===== src/rtl/cbet_pkg.sv =====
// ----------------------------------------------------------------------------
// cbet_pkg: shared types and constants for the control binding edge tracker
// Mode codes, table sizing, look limits and the token that walks the cell row.
// ----------------------------------------------------------------------------
package cbet_pkg;

	localparam int NUM_BINDINGS = 16;
	localparam int NUM_ACTIONS  = 32;
	localparam int CNT_W        = $clog2(NUM_BINDINGS + 1);

	// Item modes
	localparam logic [2:0] MODE_BIND       = 3'd0;
	localparam logic [2:0] MODE_BUTTON     = 3'd1;
	localparam logic [2:0] MODE_MOTION     = 3'd2;
	localparam logic [2:0] MODE_DISCONNECT = 3'd3;
	localparam logic [2:0] MODE_CLEAR      = 3'd4;
	localparam logic [2:0] MODE_TAKE       = 3'd5;

	// Look clamp, Q.12 of one million
	localparam logic signed [33:0] LOOK_MAX = 34'sd4096000000;
	localparam logic signed [33:0] LOOK_MIN = -34'sd4096000000;

	// Token handed from cell to cell, one cell per cycle
	typedef struct packed {
		logic        valid;
		logic [2:0]  mode;
		logic [3:0]  device;
		logic [15:0] code;
		logic [4:0]  action;
		logic        down;
		logic        found;
		logic        appended;
		logic [31:0] held;
	} cbet_tok_t;

endpackage


===== src/rtl/control_binding_edge_tracker_core.sv =====
// ----------------------------------------------------------------------------
// control_binding_edge_tracker_core: binding table with held/edge tracking
// A row of binding cells walked by one token per table item, plus the
// frame state (held, pressed, released, look sums) kept at the top.
// ----------------------------------------------------------------------------
//  Channel | Handshake            | Payload
//  --------+----------------------+------------------------------------------
//  in      | in_valid / in_ready  | mode device code action down delta_x/y finite
//  out     | out_valid / out_ready| ok held_mask pressed_mask released_mask look_x/y_sum
//
//  Bind, button, disconnect and clear walk the cell row: the token passes
//  through every cell register before ST_DONE. Motion, take, out-of-range
//  binds and unused modes use ST_APPLY. One item is in work at a time; in_ready is
//  high only when idle. The output register holds a result until taken, and a
//  new item may be accepted meanwhile. Reset clears the down flags, count and frame.
// ----------------------------------------------------------------------------
module control_binding_edge_tracker_core import cbet_pkg::*; (
	input  logic               clk,
	input  logic               arst_n,
	input  logic               in_valid,
	output logic               in_ready,
	input  logic [2:0]         mode,
	input  logic [3:0]         device,
	input  logic [15:0]        code,
	input  logic [5:0]         action,
	input  logic               down,
	input  logic signed [32:0] delta_x,
	input  logic signed [32:0] delta_y,
	input  logic               finite,
	output logic               out_valid,
	input  logic               out_ready,
	output logic               ok,
	output logic [31:0]        held_mask,
	output logic [31:0]        pressed_mask,
	output logic [31:0]        released_mask,
	output logic signed [32:0] look_x_sum,
	output logic signed [32:0] look_y_sum
);

	localparam logic [1:0] ST_IDLE  = 2'd0;
	localparam logic [1:0] ST_WALK  = 2'd1;
	localparam logic [1:0] ST_APPLY = 2'd2;
	localparam logic [1:0] ST_DONE  = 2'd3;

	logic [1:0]         state_q;
	logic [CNT_W-1:0]   count_q;
	logic [31:0]        held_q, pressed_q, released_q;
	logic signed [32:0] look_x_q, look_y_q;

	// latched item
	logic [2:0]         mode_q;
	logic               act_bad_q;
	logic signed [32:0] dx_q, dy_q;
	logic               fin_q;

	// pending result
	logic               res_ok_q;
	logic [31:0]        res_held_q, res_pr_q, res_rl_q;
	logic signed [32:0] res_lx_q, res_ly_q;

	// output register
	logic               out_valid_q;
	logic               ok_q;
	logic [31:0]        held_out_q, pr_out_q, rl_out_q;
	logic signed [32:0] lx_out_q, ly_out_q;

	cbet_tok_t          launch_q;
	cbet_tok_t          tok [NUM_BINDINGS+1];

	logic               accept;
	logic               act_ok;
	logic               needs_walk;
	logic               tail_done;
	logic               recompute;
	logic [31:0]        h_new;
	logic signed [33:0] sum_x, sum_y;
	logic signed [32:0] clamp_x, clamp_y;
	logic               out_free;

	assign in_ready = state_q == ST_IDLE;
	assign accept   = in_valid && in_ready;
	assign act_ok   = action < 6'(NUM_ACTIONS);
	assign needs_walk = (mode == MODE_BIND && act_ok) || mode == MODE_BUTTON ||
		mode == MODE_DISCONNECT || mode == MODE_CLEAR;
	assign tail_done = tok[NUM_BINDINGS].valid;
	assign out_free  = !out_valid_q || out_ready;

	// Cell row
	assign tok[0] = launch_q;
	for (genvar i = 0; i < NUM_BINDINGS; i++) begin : g_cell
		cbet_cell u_cell (
			.clk    (clk),
			.arst_n (arst_n),
			.index  (CNT_W'(i)),
			.count  (count_q),
			.tok_i  (tok[i]),
			.tok_o  (tok[i+1])
		);
	end

	// Held recompute at the end of a walk; saturating look sums
	always_comb begin
		recompute = mode_q == MODE_BUTTON || mode_q == MODE_DISCONNECT ||
			(mode_q == MODE_BIND && tok[NUM_BINDINGS].found);
		h_new = recompute ? tok[NUM_BINDINGS].held : held_q;

		sum_x = 34'(look_x_q) + 34'(dx_q);
		sum_y = 34'(look_y_q) + 34'(dy_q);
		if (sum_x > LOOK_MAX) clamp_x = 33'(LOOK_MAX);
		else if (sum_x < LOOK_MIN) clamp_x = 33'(LOOK_MIN);
		else clamp_x = 33'(sum_x);
		if (sum_y > LOOK_MAX) clamp_y = 33'(LOOK_MAX);
		else if (sum_y < LOOK_MIN) clamp_y = 33'(LOOK_MIN);
		else clamp_y = 33'(sum_y);
	end

	// Latched item payload
	always_ff @(posedge clk) begin
		if (accept) begin
			mode_q    <= mode;
			act_bad_q <= mode == MODE_BIND && !act_ok;
			dx_q      <= delta_x;
			dy_q      <= delta_y;
			fin_q     <= finite;
		end
	end

	// Sequencer and frame state
	always_ff @(posedge clk or negedge arst_n) begin
		if (!arst_n) begin
			state_q     <= ST_IDLE;
			count_q     <= '0;
			held_q      <= '0;
			pressed_q   <= '0;
			released_q  <= '0;
			look_x_q    <= '0;
			look_y_q    <= '0;
			launch_q    <= '0;
			res_ok_q    <= 1'b0;
			res_held_q  <= '0;
			res_pr_q    <= '0;
			res_rl_q    <= '0;
			res_lx_q    <= '0;
			res_ly_q    <= '0;
			out_valid_q <= 1'b0;
			ok_q        <= 1'b0;
			held_out_q  <= '0;
			pr_out_q    <= '0;
			rl_out_q    <= '0;
			lx_out_q    <= '0;
			ly_out_q    <= '0;
		end else begin
			// token valid for one cycle; result beat drops once taken
			if (!accept) launch_q.valid <= 1'b0;
			if (state_q != ST_DONE && out_ready) out_valid_q <= 1'b0;

			case (state_q)
				ST_IDLE: begin
					if (accept) begin
						launch_q.valid <= needs_walk;
						if (needs_walk) begin
							launch_q.mode     <= mode;
							launch_q.device   <= device;
							launch_q.code     <= code;
							launch_q.action   <= action[4:0];
							launch_q.down     <= down;
							launch_q.found    <= 1'b0;
							launch_q.appended <= 1'b0;
							launch_q.held     <= '0;
							state_q           <= ST_WALK;
						end else begin
							state_q <= ST_APPLY;
						end
					end
				end
				ST_WALK: begin
					if (tail_done) begin
						if (mode_q == MODE_CLEAR) begin
							held_q     <= '0;
							pressed_q  <= '0;
							released_q <= '0;
							look_x_q   <= '0;
							look_y_q   <= '0;
							res_held_q <= '0;
							res_pr_q   <= '0;
							res_rl_q   <= '0;
							res_lx_q   <= '0;
							res_ly_q   <= '0;
							res_ok_q   <= 1'b1;
						end else begin
							held_q     <= h_new;
							pressed_q  <= pressed_q | (h_new & ~held_q);
							released_q <= released_q | (held_q & ~h_new);
							res_held_q <= h_new;
							res_pr_q   <= pressed_q | (h_new & ~held_q);
							res_rl_q   <= released_q | (held_q & ~h_new);
							res_lx_q   <= look_x_q;
							res_ly_q   <= look_y_q;
							res_ok_q   <= mode_q != MODE_BIND ||
								tok[NUM_BINDINGS].found || tok[NUM_BINDINGS].appended;
							if (mode_q == MODE_BIND && tok[NUM_BINDINGS].appended)
								count_q <= count_q + CNT_W'(1);
						end
						state_q <= ST_DONE;
					end
				end
				ST_APPLY: begin
					res_ok_q   <= !act_bad_q;
					res_held_q <= held_q;
					res_pr_q   <= pressed_q;
					res_rl_q   <= released_q;
					if (mode_q == MODE_MOTION && fin_q) begin
						look_x_q <= clamp_x;
						look_y_q <= clamp_y;
						res_lx_q <= clamp_x;
						res_ly_q <= clamp_y;
					end else begin
						res_lx_q <= look_x_q;
						res_ly_q <= look_y_q;
					end
					if (mode_q == MODE_TAKE) begin
						pressed_q  <= '0;
						released_q <= '0;
						look_x_q   <= '0;
						look_y_q   <= '0;
					end
					state_q <= ST_DONE;
				end
				ST_DONE: begin
					if (out_free) begin
						out_valid_q <= 1'b1;
						ok_q        <= res_ok_q;
						held_out_q  <= res_held_q;
						pr_out_q    <= res_pr_q;
						rl_out_q    <= res_rl_q;
						lx_out_q    <= res_lx_q;
						ly_out_q    <= res_ly_q;
						state_q     <= ST_IDLE;
					end
				end
				default: begin
					state_q <= ST_IDLE;
				end
			endcase
		end
	end

	assign out_valid     = out_valid_q;
	assign ok            = ok_q;
	assign held_mask     = held_out_q;
	assign pressed_mask  = pr_out_q;
	assign released_mask = rl_out_q;
	assign look_x_sum    = lx_out_q;
	assign look_y_sum    = ly_out_q;

endmodule


===== src/rtl/cbet_cell.sv =====
// ----------------------------------------------------------------------------
// cbet_cell: one binding slot of the table
// Holds device, code, action and down flag; updates them as the token passes
// and adds its action bit to the token's running held mask.
// ----------------------------------------------------------------------------
module cbet_cell import cbet_pkg::*; (
	input  logic             clk,
	input  logic             arst_n,
	input  logic [CNT_W-1:0] index,
	input  logic [CNT_W-1:0] count,
	input  cbet_tok_t        tok_i,
	output cbet_tok_t        tok_o
);

	logic [3:0]  device_q;
	logic [15:0] code_q;
	logic [4:0]  action_q;
	logic        down_q;
	cbet_tok_t   tok_q;

	logic        used;
	logic        hit;
	logic        bind_hit;
	logic        append;
	logic        down_nx;
	logic [4:0]  action_nx;
	logic [31:0] contrib;
	cbet_tok_t   tok_nx;

	// Slot decode and next values
	always_comb begin
		used     = index < count;
		hit      = tok_i.valid && used && device_q == tok_i.device && code_q == tok_i.code;
		bind_hit = tok_i.mode == MODE_BIND && hit && !tok_i.found;
		append   = tok_i.valid && tok_i.mode == MODE_BIND && index == count && !tok_i.found;

		down_nx   = down_q;
		action_nx = action_q;
		if (tok_i.valid) begin
			case (tok_i.mode)
				MODE_BIND: begin
					if (bind_hit || append) action_nx = tok_i.action;
					if (append) down_nx = 1'b0;
				end
				MODE_BUTTON: begin
					if (hit) down_nx = tok_i.down;
				end
				MODE_DISCONNECT: begin
					if (used && device_q == tok_i.device) down_nx = 1'b0;
				end
				MODE_CLEAR: begin
					down_nx = 1'b0;
				end
				default: begin
				end
			endcase
		end

		contrib = (used && down_nx) ? (32'd1 << action_nx) : 32'd0;

		tok_nx          = tok_i;
		tok_nx.found    = tok_i.found | bind_hit;
		tok_nx.appended = tok_i.appended | append;
		tok_nx.held     = tok_i.held | contrib;
	end

	// Binding payload: device and code written on append, action on append or rebind
	always_ff @(posedge clk) begin
		if (append) begin
			device_q <= tok_i.device;
			code_q   <= tok_i.code;
		end
		action_q <= action_nx;
	end

	// Down flag and the token register
	always_ff @(posedge clk or negedge arst_n) begin
		if (!arst_n) begin
			down_q <= 1'b0;
			tok_q  <= '0;
		end else begin
			down_q <= down_nx;
			tok_q  <= tok_i.valid ? tok_nx : '0;
		end
	end

	assign tok_o = tok_q;

endmodule


===== config.mk =====
export PLATFORM = sky130hd
export DESIGN_NAME = control_binding_edge_tracker_core
export DESIGN_NICKNAME = d
export VERILOG_FILES = /design/src/rtl/cbet_pkg.sv /design/src/rtl/control_binding_edge_tracker_core.sv /design/src/rtl/cbet_cell.sv
export SDC_FILE = /design/constraint.sdc
export NUM_CORES = 2
export LEC_CHECK = 0
export BUFFER_PORTS_ARGS = -buffer_cell sky130_fd_sc_hd__buf_2
export CAP_MARGIN = 30
export CORE_ASPECT_RATIO = 1.5
export CORE_UTILIZATION = 50
export DETAILED_ROUTE_END_ITERATION = 6
export GPL_TIMING_DRIVEN = 0
export PLACE_DENSITY = 0.68
export SLEW_MARGIN = 20
export SYNTH_ARGS = -nofsm -noshare
export SYNTH_HDL_FRONTEND = slang
export SYNTH_SLANG_ARGS = --single-unit

===== constraint.sdc =====
create_clock -name clk -period 5.1 [get_ports clk]
set_clock_uncertainty 0.05 [all_clocks]
set_input_delay 1.02 -clock clk [delete_from_list [all_inputs] [get_ports clk]]
set_output_delay 1.02 -clock clk [all_outputs]
set_load 0.02 [all_outputs]

# Yosys cells after proc, flatten, opt, wreduce, memory -nomap -nowiden
# Cells that the tools add are included.
# totals
regBits	2008
latchBits	0
ram_bits	0
romBits	0
input_bits	101
output_inout_bits	165
word_cells	877
n_memories	0
# classes
add_sub_neg	3
n_mul	0
div_mod_pow	0
n_lt_le_gt_ge	21
n_eq_ne	111
shifts	16
muxes	204
bitwise_logic	52
reduce_logical	236
# ops
cell	count
$mux 64	18
$mux 32	24
$or 32x32->32	17
$shl 1x5->32 const A	16
$mux 33	12
$pmux 32 s2	5
$pmux 33 s2	4
$eq 16x16->1	16
$mux 5	48
$logic_and 1x1->1	165
$mux 1	70
$add 33x33->34	2
$gt 34x33->1 const B	2
$lt 34x33->1 const B	2
$and 32x32->32	2
$eq 4x4->1	16
$not 32->32	2
$pmux 1 s4	16
$mux 63	1
$eq 3x2->1 const B	19
$eq 3x3->1 const B	19
$eq 3x1->1 const B	18
$logic_not 3->1	18
$eq 4x5->1 const A	8
other kinds (27)	123

# Depth between registers and ports, before layout
# logic_depth
depth_word	14
mapped_depth	17
ltp_nobuf	14

# Hierarchy
# Synthesis repeated with hierarchy kept, for this count alone.
# hier_totals
hier_cells	7881
hier_area_um2	89465.8
# modules_own_cells
mod	n_inst	cells_each	area_each_um2	seq_area_each_um2
cbet_cell (g_cell[1].u_cell ...)	9	325	3752.3	2327.2
control_binding_edge_tracker_core	1	2745	28434.8	15294.7
cbet_cell (g_cell[10].u_cell ...)	5	315	3941.3	2327.2
cbet_cell (g_cell[15].u_cell)	1	325	3804.9	2327.2
cbet_cell (g_cell[0].u_cell)	1	311	3748.6	2327.2

# Worst setup path after synthesis
# OpenSTA, ideal clock, no wires.
# synth_timing
path_kind	flip-flop to flip-flop
startpoint	register count_q[0]
endpoint	register g_cell[12].u_cell.tok_q (netlist bit g_cell[12].u_cell.tok_o[30])
setup_time_ns	0.132
arrival_ns	4.618
required_ns	4.918
slack_ns	0.300
path_stages_with_launch	15
n_path_buf	1
period_less_slack_ns	4.800
cell_sequence	dfrtp_1 > clkbuf_1 > inv_1 > ha_1 > nand4b_1 > nor4_1 > nor3_1 > a211o_1 > a221oi_1 > o22ai_1 > nor2b_1 > and2_1 > and3_1 > a21oi_1 > nor2_1
# synth_between
word_cells_on_any_way	24
cone_classes	1 x order compare; 1 x eq/ne; 1 x shift; 10 x mux; 1 x bitwise; 10 x reduce/logical
# synth_lines
element	line	rtl
start, declared	control_binding_edge_tracker_core.sv:46	logic [CNT_W-1:0] count_q;
start signal, assigned	control_binding_edge_tracker_core.sv:202	count_q <= count_q + CNT_W'(1);
$eq 4x5->1	cbet_cell.sv:35	append = tok_i.valid && tok_i.mode == MODE_BIND && index == count && !tok_i.found;
$logic_and 1x1->1 (2 in a row)	cbet_cell.sv:35	
net g_cell[12].u_cell.append	cbet_cell.sv:24	logic append;
$mux 1	cbet_cell.sv:43	if (append) down_nx = 1'b0;
$pmux 1 s4	cbet_cell.sv:40	case (tok_i.mode)
$mux 1	cbet_cell.sv:39	if (tok_i.valid) begin
net g_cell[12].u_cell.down_nx	cbet_cell.sv:25	logic down_nx;
$logic_and 1x1->1	cbet_cell.sv:59	contrib = (used && down_nx) ? (32'd1 << action_nx) : 32'd0;
$mux 32	cbet_cell.sv:59	
$or 32x32->32	cbet_cell.sv:64	tok_nx.held = tok_i.held | contrib;
$mux 64	cbet_cell.sv:83	tok_q <= tok_i.valid ? tok_nx : '0;
end signal, assigned	cbet_cell.sv:83	
end, declared	cbet_cell.sv:19	cbet_tok_t tok_q;
# The timed path passes the listed nets, and every way through them passes these cells.
# A chain may end at the register's enable or synchronous reset.

# Final worst setup path
# layout_timing
startpoint	register count_q[0]
endpoint	register g_cell[4].u_cell.tok_q (netlist bit g_cell[4].u_cell.tok_o[14])
# layout_between
elab_chain_cells	14
word_cells_on_any_way	24
cone_classes	1 x order compare; 1 x eq/ne; 1 x shift; 10 x mux; 1 x bitwise; 10 x reduce/logical
# layout_rtl
element	line	rtl
$lt 3x5->1	cbet_cell.sv:32	used = index < count;
$logic_and 1x1->1 (3 in a row)	cbet_cell.sv:33	hit = tok_i.valid && used && device_q == tok_i.device && code_q == tok_i.code;
$logic_and 1x1->1 (2 in a row)	cbet_cell.sv:34	bind_hit = tok_i.mode == MODE_BIND && hit && !tok_i.found;
$logic_or 1x1->1 *	cbet_cell.sv:42	if (bind_hit || append) action_nx = tok_i.action;
$mux 5 *	cbet_cell.sv:42	
$mux 5 *	cbet_cell.sv:40	
$mux 5 *	cbet_cell.sv:39	
net g_cell[4].u_cell.action_nx[0]	cbet_cell.sv:26	logic [4:0] action_nx;
$shl 1x5->32 *	cbet_cell.sv:59	
$mux 32 *	cbet_cell.sv:59	
$or 32x32->32 *	cbet_cell.sv:64	
$mux 64 *	cbet_cell.sv:83	
end signal, assigned	cbet_cell.sv:83	
end, declared	cbet_cell.sv:19	
# Mark *: on every way through the listed nets, which the timed path passes. The rest lies on a longest branch.

==> results.cfg <==
[status]
status = complete, no violations

[placed_design]
gp_congestion = 0.969
detailed_place_hpwl_mm = 163
post_dp_cell_area_sq_um = 87100
port_buffers = 265

[synthesis]
syn-cell-area_sq_um = 82500
ys_seq_area_share_pct = 62.8
syn_inst = 7076
avgSynthCellArea_sq_um = 11.7
syn_nets = 7252
ys_seq_elements = 2008
synth_top_area_share_pct = 46.6
yosys_warnings = 0
synth_edf_count = 391
yosysTopAreaCell = dfrtp_1
synthMostInstantiatedCell = dfrtp_1
synth_area_leaders = dfrtp_1, edfxtp_1, a21oi_1
ys.flop_type = dfrtp_1
async_flop_share_pct = 76.5
yosysUniqueCellTypes = 98
netlist_top_cells_count = dfrtp_1, nor2_1, a21oi_1

[pwr]
swShare_pct = 32.9
power_density_nw_per_um2 = 463
leakagePower_uw = 0.0409
seq_power_share_pct = 43.1
power.net_switching_uw = 14200
pwr-share-clk_pct = 32.8
internal_power_uw = 29100
ir_worst_vdd_uv = 345
comb_power_share_pct = 24.0

[critical_path]
rr_startpoint = count_q[0]$_DFFE_PN0P_
reg2reg_slack_ps = 80
critPathArrivalTime_ps = 5720
reg2reg_depth = 12
crit_type = reg2reg
crit_buf_inv = 2
endpoint = g_cell[4].u_cell.tok_o[14]$_DFF_PN0_
worst_path_largest_cell_delay_ps = 860
startpoint_type = flip-flop
end_kind = flip-flop
cp-startpoint = count_q[0]$_DFFE_PN0P_
r2r_end = g_cell[4].u_cell.tok_o[14]$_DFF_PN0_
cp_cell_sequence = clkbuf_1 -> or2_2 -> a21oi_1 -> or4_1 -> nor3_1 -> a31oi_1 -> nor2_1 -> mux2i_1 -> inv_1 -> nor3_1 -> a21oi_1 -> nor2b_1
cp_num_cells = 12
cp.required_ps = 5790
crit_slowest_cell = nor3_1
path_delay_family = simple AND/OR/NAND/NOR gates
cp_max_fo = 9

[sta]
rsz0062_at_grt = yes
setup_violations = 0
fin_hold_ws_ps = 76.9
maxSlewViolCount = 0
period_share_pct = 98.5
max_slew_margin_pct = 26.7
hold_violations = 0
tightest_slew_ps = 1100
fin_tns_setup_ps = 0
fin_crit_ps = 5020
fmax_mhz = 199

[cts]
insertion_delay_ps = 830
cts_buffers = 186
clkSlewWorstSetupHoldPaths_ps = 60
cts_htree_levels = 4
tritoncts = yes
clockRootBuffer = clkbuf_16
clock_path_buffers = 3
cts.sinks = 2008
postCtsSetupBuffers = 0

[floorplan]
die_area_sq_um = 167000
core-area_sq_um = 164000
ioPinCount = 266
die_y_um = 499
die_width_um = 334
initial_core_util_pct = 50.4
num_rows = 182

[cells_and_area]
area_delta_synth_final_pct = 13.4
final_nets = 7742
design_area_sq_um = 93500
drive_gt1_share_pct = 11.6
layout.area.seq_sq_um = 51800
fillers = 13400
multiInputGateArea_sq_um = 29000

[route]
ant_nets = 0
vias = 54900
route.detailed.drc = 0
detail_route.vias_per_cell = 5.58
routed_wirelength_mm = 214
wl_per_cell_um = 21.7
first_iter_violations = 3782
drtPass1Iterations = 6

[grt]
grt_pass1_wl_mm = 328
grt_max_degree = 148
antenna_found_initial = 15
grt_util_all_layers_pct = 25.9
grt_pass1_vias = 56700
globalRoute.totalOverflow = 0

[hold_path]
min_path_type = in2async

[flow_run]
cap_violations = 0
-- cell families (layout without fill, tap and decap cells) --
family                   count (synthesis)  after routing  share of synthesized area [%]
AO/OA/AOI/OAI                         1442           1442                           11.2
buffers and inverters                  455           1107                           2.14
flip-flops                            2008           2008                           62.8
other                                    0              3                              0
XOR/XNOR                               363            363                           3.86
AND/OR/NAND/NOR                       2481           2481                           15.5
adder cells (fa/ha/maj)                 75             75                           1.16
multiplexers                           252            252                           3.34
-- layout make-up --
class	instances	area share, %
Sequential cell	2008	55.4
Multi-Input combinational cell	4613	31.0
Clock buffer	277	5.95
Tap cell	2116	2.83
Timing Repair Buffer	303	2.05
Buffer	318	1.34
Clock inverter	73	0.850
Inverter	136	0.546
Antenna cell	3	0.00803
-- metal layers --
layer	vias to the layer above	global-route usage [%]	part of all wire, %
li1	25700	-	-
met1	27000	27.1	35
met2	1667	49.1	54
met3	609	3.64	4.9
met4	6	14.7	5.9
met5	-	0	0.019
-- per-stage QoR --
stage,util (%),setup slack (ps),cells,total power (uW)
floorplan,-,300,7076,25100
global placement,52.8,-29490,9457,28900
detailed placement,53.2,-41.2,9494,29100
CTS,57.1,71.2,9844,43400
global route,57.1,-70.5,9845,45100
finish,57.1,75.3,9847,43300
-- worst min-delay path by stage --
stage	end	slack, ps	cells after the start
floorplan	g_cell[15].u_cell.tok_o[63]$_DFF_PN0_	310	0
global placement	g_cell[8].u_cell.tok_o[63]$_DFF_PN0_	350	0
detailed placement	g_cell[8].u_cell.tok_o[63]$_DFF_PN0_	360	0
CTS	look_y_sum[7]$_DFFE_PN0P_	50	1
global route	pressed_mask[28]$_DFFE_PN0P_	90	1
finish	look_y_sum[11]$_DFFE_PN0P_	80	1
-- state kept, by name, indices dropped and copies added (netlist names), 64 cells and up --
name / flops
g_cell.u_cell.tok_o: 995
g_cell.u_cell.code_q: 256
g_cell.u_cell.action_q: 80
g_cell.u_cell.device_q: 64
-- cell usage in the layout, fill, tap and decap left out, types with 32 or more instances in the layout --
master     instances
mux2i_1           70
dfrtp_1         1537
clkbuf_16        196
a31oi_1           34
and3_1            50
dfxtp_1           80
xnor2_1          164
inv_1            133
a21oi_1          596
clkinv_2          32
mux2_2           182
nand2_1          459
nor4_1            56
xor2_1           197
nor2_1           610
o21a_1           234
and2_1           471
ha_1              73
clkbuf_8          36
nand3_1          104
clkbuf_1         322
edfxtp_1         391
a22o_1            33
o21ai_0          174
nand4_1           69
nor3_1           138
nor2b_1          291
nor3b_1           75
or3_1             33
a21o_1            43
a221oi_1          58
buf_2            286
-- power groups by stage --
stage	registers (uW)	clock network [uW]	logic (uW)
after floorplan	18800	0	6330
after global placement	19000	0	9960
after detailed placement	19000	0	10200
after CTS	18700	14500	10200
after global routing	18800	15100	11200
final	18700	14200	10400
-- repair_timing --
| action | in CTS | in global routing |
|---|---|---|
| setup endpoints to repair | 15 | 113 |
| resized for setup | 2 | 13 |
| hold buffers | 0 | 0 |
No activity file was read; power rests on OpenSTA's default activity.
